### src/sv/sfcd_pkg.sv
// ----------------------------------------------------------------------------
// sfcd_pkg
// Shared constants, types and the CRC-8 byte step for the frame deframer.
// ----------------------------------------------------------------------------
package sfcd_pkg;

  // frame layout: six words of two data bytes and one check byte
  localparam int unsigned FrameWords = 6;
  localparam int unsigned WordBytes  = 3;

  localparam logic [2:0] LastWord  = 3'(FrameWords - 1);
  localparam logic [1:0] CheckSlot = 2'(WordBytes - 1);

  // crc-8, msb first, no final xor
  localparam logic [7:0] CrcPoly = 8'h31;
  localparam logic [7:0] CrcInit = 8'hFF;

  // first failing word code when every check byte matched
  localparam logic [2:0] NoFailure = 3'(FrameWords);

  // one finished frame
  typedef struct packed {
    logic [31:0] co2_bits;
    logic [31:0] temperature_bits;
    logic [31:0] humidity_bits;
    logic        crc_ok;
    logic [2:0]  first_bad_word;
  } result_t;

  // one byte through the crc, eight shift steps unrolled
  function automatic logic [7:0] crc8_byte(input logic [7:0] crc, input logic [7:0] data);
    logic [7:0] c;
    c = crc ^ data;
    for (int k = 0; k < 8; k++) begin
      if (c[7]) begin
        c = {c[6:0], 1'b0} ^ CrcPoly;
      end else begin
        c = {c[6:0], 1'b0};
      end
    end
    return c;
  endfunction

endpackage

### src/sv/sfcd_frame_core.sv
// ----------------------------------------------------------------------------
// sfcd_frame_core
// Frame state: byte position, running crc, value assembly and first failure.
// ----------------------------------------------------------------------------
module sfcd_frame_core (
  input  logic              clk_i,
  input  logic              rst_ni,
  input  logic              en_i,
  input  logic [7:0]        rx_byte_i,
  input  logic              frame_start_i,
  output logic              last_o,
  output logic              res_valid_o,
  output sfcd_pkg::result_t res_o
);
  import sfcd_pkg::*;

  logic [2:0]  word_q, word_d;
  logic [1:0]  slot_q, slot_d;
  logic [7:0]  crc_q, crc_d;
  logic [31:0] co2_q, co2_d;
  logic [31:0] temp_q, temp_d;
  logic [31:0] hum_q, hum_d;
  logic [2:0]  fail_q, fail_d;

  logic        restart;
  logic [2:0]  word_e;
  logic [1:0]  slot_e;
  logic [7:0]  crc_e;
  logic [31:0] co2_e, temp_e, hum_e;
  logic [2:0]  fail_e;
  logic [31:0] co2_n, temp_n, hum_n;
  logic [2:0]  fail_n;
  logic        last;

  // effective state after an optional restart
  assign restart = frame_start_i || (word_q > LastWord) || (slot_q > CheckSlot);
  assign word_e  = restart ? '0 : word_q;
  assign slot_e  = restart ? '0 : slot_q;
  assign crc_e   = restart ? CrcInit : crc_q;
  assign co2_e   = restart ? '0 : co2_q;
  assign temp_e  = restart ? '0 : temp_q;
  assign hum_e   = restart ? '0 : hum_q;
  assign fail_e  = restart ? NoFailure : fail_q;
  assign last    = (word_e == LastWord) && (slot_e == CheckSlot);

  // per-byte update of crc, values and failure index
  always_comb begin
    crc_d  = crc_e;
    co2_n  = co2_e;
    temp_n = temp_e;
    hum_n  = hum_e;
    fail_n = fail_e;
    if (slot_e != CheckSlot) begin
      crc_d = crc8_byte(crc_e, rx_byte_i);
      if (word_e < 3'd2) begin
        co2_n = {co2_e[23:0], rx_byte_i};
      end else if (word_e < 3'd4) begin
        temp_n = {temp_e[23:0], rx_byte_i};
      end else begin
        hum_n = {hum_e[23:0], rx_byte_i};
      end
    end else begin
      if ((crc_e != rx_byte_i) && (fail_e == NoFailure)) begin
        fail_n = word_e;
      end
      crc_d = CrcInit;
    end
  end

  // position advance and clear after the last byte
  always_comb begin
    if (last) begin
      word_d = '0;
      slot_d = '0;
      co2_d  = '0;
      temp_d = '0;
      hum_d  = '0;
      fail_d = NoFailure;
    end else begin
      word_d = (slot_e == CheckSlot) ? word_e + 3'd1 : word_e;
      slot_d = (slot_e == CheckSlot) ? '0 : slot_e + 2'd1;
      co2_d  = co2_n;
      temp_d = temp_n;
      hum_d  = hum_n;
      fail_d = fail_n;
    end
  end

  // result of the frame, valid with the last byte
  assign last_o                  = last;
  assign res_valid_o             = en_i && last;
  assign res_o.co2_bits          = co2_n;
  assign res_o.temperature_bits  = temp_n;
  assign res_o.humidity_bits     = hum_n;
  assign res_o.crc_ok            = (fail_n == NoFailure);
  assign res_o.first_bad_word    = fail_n;

  // state registers
  always_ff @(posedge clk_i or negedge rst_ni) begin
    if (!rst_ni) begin
      word_q <= '0;
      slot_q <= '0;
      crc_q  <= CrcInit;
      co2_q  <= '0;
      temp_q <= '0;
      hum_q  <= '0;
      fail_q <= NoFailure;
    end else if (en_i) begin
      word_q <= word_d;
      slot_q <= slot_d;
      crc_q  <= crc_d;
      co2_q  <= co2_d;
      temp_q <= temp_d;
      hum_q  <= hum_d;
      fail_q <= fail_d;
    end
  end

endmodule

### src/sv/sfcd_out_reg.sv
// ----------------------------------------------------------------------------
// sfcd_out_reg
// Result register with valid/ready toward the receiver.
// ----------------------------------------------------------------------------
module sfcd_out_reg (
  input  logic              clk_i,
  input  logic              rst_ni,
  input  logic              load_i,
  input  sfcd_pkg::result_t res_i,
  output logic              ready_o,
  output logic              out_valid_o,
  input  logic              out_ready_i,
  output sfcd_pkg::result_t res_o
);
  import sfcd_pkg::*;

  logic    valid_q, valid_d;
  result_t res_q;

  // free when empty or when the held transaction leaves this cycle
  assign ready_o = !valid_q || out_ready_i;

  always_comb begin
    if (load_i) begin
      valid_d = 1'b1;
    end else if (out_ready_i) begin
      valid_d = 1'b0;
    end else begin
      valid_d = valid_q;
    end
  end

  // valid flag
  always_ff @(posedge clk_i or negedge rst_ni) begin
    if (!rst_ni) begin
      valid_q <= 1'b0;
    end else begin
      valid_q <= valid_d;
    end
  end

  // payload
  always_ff @(posedge clk_i) begin
    if (load_i) begin
      res_q <= res_i;
    end
  end

  assign out_valid_o = valid_q;
  assign res_o       = res_q;

endmodule

### src/sv/sensor_frame_crc_deframer.sv
// ----------------------------------------------------------------------------
// sensor_frame_crc_deframer
// Deframes an 18-byte measurement response with per-word crc-8 checks.
// ----------------------------------------------------------------------------
// Usage:
//   Input channel (in_valid_i/in_ready_o) carries one response byte per
//   transaction, with frame_start_i marking byte 0 of a frame; without it the
//   block wraps to byte 0 by itself after the 18th byte.
//   Output channel (out_valid_o/out_ready_i) carries one transaction per
//   frame: three 32-bit float patterns, crc_ok_o and first_bad_word_o
//   (6 when every word passed). A failed frame is still delivered.
//   Throughput: one byte per cycle unless a final byte waits for a busy
//   result register. Bytes land in an input register, the frame logic (one
//   unrolled crc-8 step and the value shifters) updates its state as the
//   byte moves on, and the frame result lands in the output register; a
//   closing byte thus passes both registers before out_valid_o rises.
//   Reset clears the valid flags of the input and output registers and
//   returns the frame state to byte 0 with an empty crc.
//   While the receiver stalls a pending result, non-final bytes keep
//   flowing; the final byte of the next frame waits in the input register
//   and in_ready_o drops until the result is taken.
// ----------------------------------------------------------------------------
module sensor_frame_crc_deframer (
  input  logic        clk_i,
  input  logic        rst_ni,
  input  logic        in_valid_i,
  output logic        in_ready_o,
  input  logic [7:0]  rx_byte_i,
  input  logic        frame_start_i,
  output logic        out_valid_o,
  input  logic        out_ready_i,
  output logic [31:0] co2_bits_o,
  output logic [31:0] temperature_bits_o,
  output logic [31:0] humidity_bits_o,
  output logic        crc_ok_o,
  output logic [2:0]  first_bad_word_o
);
  import sfcd_pkg::*;

  logic       in_valid_q, in_valid_d;
  logic [7:0] byte_q;
  logic       start_q;
  logic       advance;
  logic       core_last;
  logic       core_res_valid;
  logic       out_free;
  logic       out_free_or_none;
  result_t    core_res;
  result_t    out_res;

  // frame logic works on the byte held in the input register
  sfcd_frame_core u_core (
    .clk_i         (clk_i),
    .rst_ni        (rst_ni),
    .en_i          (advance),
    .rx_byte_i     (byte_q),
    .frame_start_i (start_q),
    .last_o        (core_last),
    .res_valid_o   (core_res_valid),
    .res_o         (core_res)
  );

  // a held byte moves on unless it closes a frame and the result slot is busy
  assign out_free_or_none = out_free || !core_last;
  assign advance          = in_valid_q && out_free_or_none;
  assign in_ready_o       = !in_valid_q || advance;
  assign in_valid_d       = in_ready_o ? in_valid_i : in_valid_q;

  // input register
  always_ff @(posedge clk_i or negedge rst_ni) begin
    if (!rst_ni) begin
      in_valid_q <= 1'b0;
    end else begin
      in_valid_q <= in_valid_d;
    end
  end

  always_ff @(posedge clk_i) begin
    if (in_valid_i && in_ready_o) begin
      byte_q  <= rx_byte_i;
      start_q <= frame_start_i;
    end
  end

  // result register
  sfcd_out_reg u_out (
    .clk_i       (clk_i),
    .rst_ni      (rst_ni),
    .load_i      (core_res_valid),
    .res_i       (core_res),
    .ready_o     (out_free),
    .out_valid_o (out_valid_o),
    .out_ready_i (out_ready_i),
    .res_o       (out_res)
  );

  assign co2_bits_o         = out_res.co2_bits;
  assign temperature_bits_o = out_res.temperature_bits;
  assign humidity_bits_o    = out_res.humidity_bits;
  assign crc_ok_o           = out_res.crc_ok;
  assign first_bad_word_o   = out_res.first_bad_word;

endmodule

### config.mk
export PLATFORM = sky130hd
export DESIGN_NAME = sensor_frame_crc_deframer
export DESIGN_NICKNAME = d
export VERILOG_FILES = /design/src/sv/sfcd_pkg.sv /design/src/sv/sfcd_frame_core.sv /design/src/sv/sfcd_out_reg.sv /design/src/sv/sensor_frame_crc_deframer.sv
export SDC_FILE = /design/constraint.sdc
export NUM_CORES = 1
export LEC_CHECK = 0
export BUFFER_PORTS_ARGS = -buffer_cell sky130_fd_sc_hd__buf_2
export CAP_MARGIN = 0
export CORE_UTILIZATION = 23
export DETAILED_ROUTE_END_ITERATION = 8
export PLACE_DENSITY_LB_ADDON = 0.08
export SYNTH_ARGS = -nofsm -noshare
export SYNTH_HDL_FRONTEND = slang
export SYNTH_SLANG_ARGS = --single-unit
### constraint.sdc
create_clock -name clk_i -period 7.9 [get_ports clk_i]
set_input_delay 0.395 -clock clk_i [delete_from_list [all_inputs] [get_ports clk_i]]
set_output_delay 0.395 -clock clk_i [all_outputs]
set_load 0.01 [all_outputs]
==> impl_metrics.py <==
metrics = {
    "drt": {
        "ant_nets": 0,
        "vias_per_cell": 4.506,
        "detail_route.wl_per_cell_um": 18.80,
        "first_pass_iters": 5,
        "drt_first_iter_violations": 434,
        "drt_drc_violations_left": 0,
        "vias": 6611,
        "drt_wl_total_um": 27570,
    },
    "sta": {
        "report.final.hold_viol_count": 0,
        "setup_ws_ps": 4536,
        "worst-slew-pin-transition_ps": 1069,
        "final_worst_path_cycle_share": 0.4259,
        "unrepaired_setup_endpoints_after_global_routing": "no",
        "worst_slew_margin_rel": 0.2875,
        "final_setup_skew_ps": 15.49,
        "max_freq_mhz": 297.2,
        "post-route-min-period_ps": 3364,
        "timing_max_transition_violations_final": 0,
        "setup_violations": 0,
        "setup_total_negative_slack_ps": 0,
    },
    "worst_setup_path": {
        "critPathRequiredTime_ps": 7510,
        "timing.setup.critical_path_class": "flop to primary output",
        "ordered_list_of_cells_on_the_worst_path": "a221oi_2, buf_4, nand2_1, ha_1, nand2_1, or3_1, nor2_1, nand2_1, buf_2",
        "arrival_ps": 2970,
        "startpoint_type": "flop",
        "slowest_delay_ps": 510,
        "critical_path.max_fanout": 25,
        "critical-path-slowest-cell": "sky130_fd_sc_hd__dfrtp_1",
        "setup.worst_path.end_class": "primary output",
        "critical-path-top-cell-by-count": "sky130_fd_sc_hd__nand2_1",
    },
    "clock_network": {
        "cts-root-buf": "sky130_fd_sc_hd__clkbuf_16",
        "cts.sink_count": 223,
        "htree_levels": 1,
        "cts_made_buffers": 28,
        "cts.reportedPaths.clkPinSlew_ps": 60,
        "cts_tree": "built",
        "clock_tree.buffer_depth": 3,
        "cts_post_setup_buffers_inserted": 0,
        "clock_latency_ps": 550,
    },
    "grt": {
        "grt_antenna_before_repair": 0,
        "via_count_of_the_first_global_routing_pass": 6764,
        "globalRouteOverflowTotal": 0,
        "pin_count_of_the_biggest_net_entering_global_routing": 85,
        "grt_use_total": 0.1325,
        "grt_pass1_wl_um": 42760,
    },
    "die": {
        "floorplan.rows": 74,
        "dieHeight_um": 205.5,
        "die_w_um": 205.5,
        "total_die_area_um2": 42220,
        "num_io_pins": 115,
        "floorplan.initialDensity": 0.2332,
        "coreArea_um2": 40830,
    },
    "final_layout": {
        "finish.net_count": 929,
        "stdcell_count": 1467,
        "final-seq-area_um2": 6138,
        "area_growth_from_synthesis_to_final_layout_pct": 20.75,
        "multi_input_comb_area_um2": 3040,
        "final_design_area_no_fill_um2": 11500,
        "filler_cell_count": 4246,
        "num_antenna_cells": 0,
        "layout-drive-gt1-share": 0.2011,
    },
    "logic_synthesis": {
        "synthDominantCellAreaShare": 0.3438,
        "number_of_enable_flip_flop_cells_after_synthesis": 109,
        "synth_seq_cells": 223,
        "post-synth-top-count-cell": "sky130_fd_sc_hd__nand2_1",
        "post_synth_instance_area_um2": 9522,
        "synth_flop_cell": "sky130_fd_sc_hd__edfxtp_1",
        "yosysSeqAreaShare": 0.6447,
        "postSynthAreaPerCell_um2": 11.54,
        "synth.top_cells.by_count": "214 x sky130_fd_sc_hd__nand2_1, 109 x sky130_fd_sc_hd__edfxtp_1, 104 x sky130_fd_sc_hd__dfrtp_1, 96 x sky130_fd_sc_hd__a22o_1, 85 x sky130_fd_sc_hd__a21oi_1",
        "synthTopCellsByArea": "sky130_fd_sc_hd__edfxtp_1 34%, sky130_fd_sc_hd__dfrtp_1 27%, sky130_fd_sc_hd__a22o_1 8.8%",
        "synth_nets": 840,
        "ys_async_sr_fraction": 0.5112,
        "synthDominantAreaCellType": "sky130_fd_sc_hd__edfxtp_1",
        "number_of_synthesis_warnings": 0,
        "synth.distinct_cells": 47,
        "syn_inst": 825,
    },
    "place": {
        "io_buffer_count": 114,
        "place_inst": 1414,
        "post-dp-hpwl_um": 16160,
        "placedInstanceArea_um2": 10530,
        "pre_cts_ws_ps": 4596,
        "place.gp.congestion": 0.7309,
    },
    "pwr": {
        "ir_drop_v": 0.0001421,
        "cellPowerDensity_nw_per_um2": 260.3,
        "power_leakage_nw": 4.621,
        "fin_total_pwr_mw": 2.992,
    },
    "job": {
        "drv_cap": 0,
    },
    "worst_hold_path": {
        "hold_class": "input port to flop",
    },
    "outcome": {
        "status": "complete, no violations",
    },
}
==> critical path: cells and delay by family (launching register included) <==
kind	cells	cell delay (ps)
simple gates	5	800
compound gates	1	360
fa+ha+maj	1	220
flops	1	510
buf+inv	2	510
==> metrics by stage <==
stage,hold WS (ps),util
after floorplan,99.41,-
after global routing,4.266,0.2816
after CTS,2.393,0.2816
after global placement,393.5,0.2579
final,30.60,0.2816
after detailed placement,402.1,0.2579
==> repair_timing <==
action | in CTS | in global routing
endpoints found under the hold margin | 25 | 0
gates resized for setup | 0 | 0
hold buffers | 2 | 0
==> cells in the final DEF, fill, tap and decap left out, types with 8 or more instances in the layout <==
cell and n:
sky130_fd_sc_hd__dfstp_2 10, sky130_fd_sc_hd__nand3_1 9, sky130_fd_sc_hd__clkbuf_1 8, sky130_fd_sc_hd__a22o_1 96, sky130_fd_sc_hd__buf_4 14, sky130_fd_sc_hd__nor2_1 14
sky130_fd_sc_hd__clkbuf_16 29, sky130_fd_sc_hd__dfrtp_1 104, sky130_fd_sc_hd__xor2_1 11, sky130_fd_sc_hd__xnor2_1 16, sky130_fd_sc_hd__buf_2 113, sky130_fd_sc_hd__edfxtp_1 109
sky130_fd_sc_hd__a21oi_1 85, sky130_fd_sc_hd__o21ai_0 15, sky130_fd_sc_hd__nand2_1 214
==> layer usage <==
metal  global-route usage  wire length [um]
met4              0.03889               539
met1               0.1956             13590
met5                    0                 0
met2               0.1955             12200
met3              0.02328              1249
==> sequential cells by signal, summed over array words and instances (netlist names) <==
signal,flops
u_core.crc_q,8
start_q,1
u_core.fail_q,3
in_valid_q,1
u_out.out_valid_o,1
u_out.res_o,100
u_core.temp_q,32
u_core.co2_q,32
u_core.slot_q,2
byte_q,8
u_core.word_q,3
u_core.hum_q,32
==> report_power, final <==
| part | leakage (nW) | internal (mW) | switching, mW |
|---|---|---|---|
| registers | 2.64 | 1.28 | 0.0693 |
| clock network | 0.460 | 0.820 | 0.491 |
| logic | 1.52 | 0.146 | 0.188 |
| total | 4.62 | 2.24 | 0.748 |
==> path summary, 6_finish.rpt <==
kind | startpoint | slack [ps] | depth (start not counted) | end
hold / removal | rx_byte_i[4] | 30 | 1 | byte_q[4]
setup / recovery | u_core.slot_q[1] | 4540 | 9 | in_ready_o
hold reg to reg | u_core.temp_q[25] | 500 | 1 | u_core.temp_q[25]
max in group asynchronous | rst_ni | 6530 | 3 | u_core.temp_q[6]
min in group asynchronous | rst_ni | 350 | 2 | u_core.co2_q[21]
setup reg to reg | u_core.word_q[2] | 4620 | 10 | u_core.fail_q[2]
==> cell type report <==
cell class	instances	share of cell area
timing repair buffer	129	0.06007
multi-input combinational	528	0.2644
clock buffer	43	0.07291
clock inverter	8	0.009468
inverter	4	0.001306
tap	532	0.05790
sequential	223	0.5339
==> logic make-up after synthesis <==
group / count (synthesis) / synth area share
AOI/OAI and AO/OA: 227 / 0.1685
buffers and inverters: 74 / 0.03968
and+or+nand+nor: 270 / 0.1156
xor gates and xnor gates: 29 / 0.02891
DFF: 223 / 0.6447
adders and majority gates: 2 / 0.002628
Power figures use the tool's default switching activity.
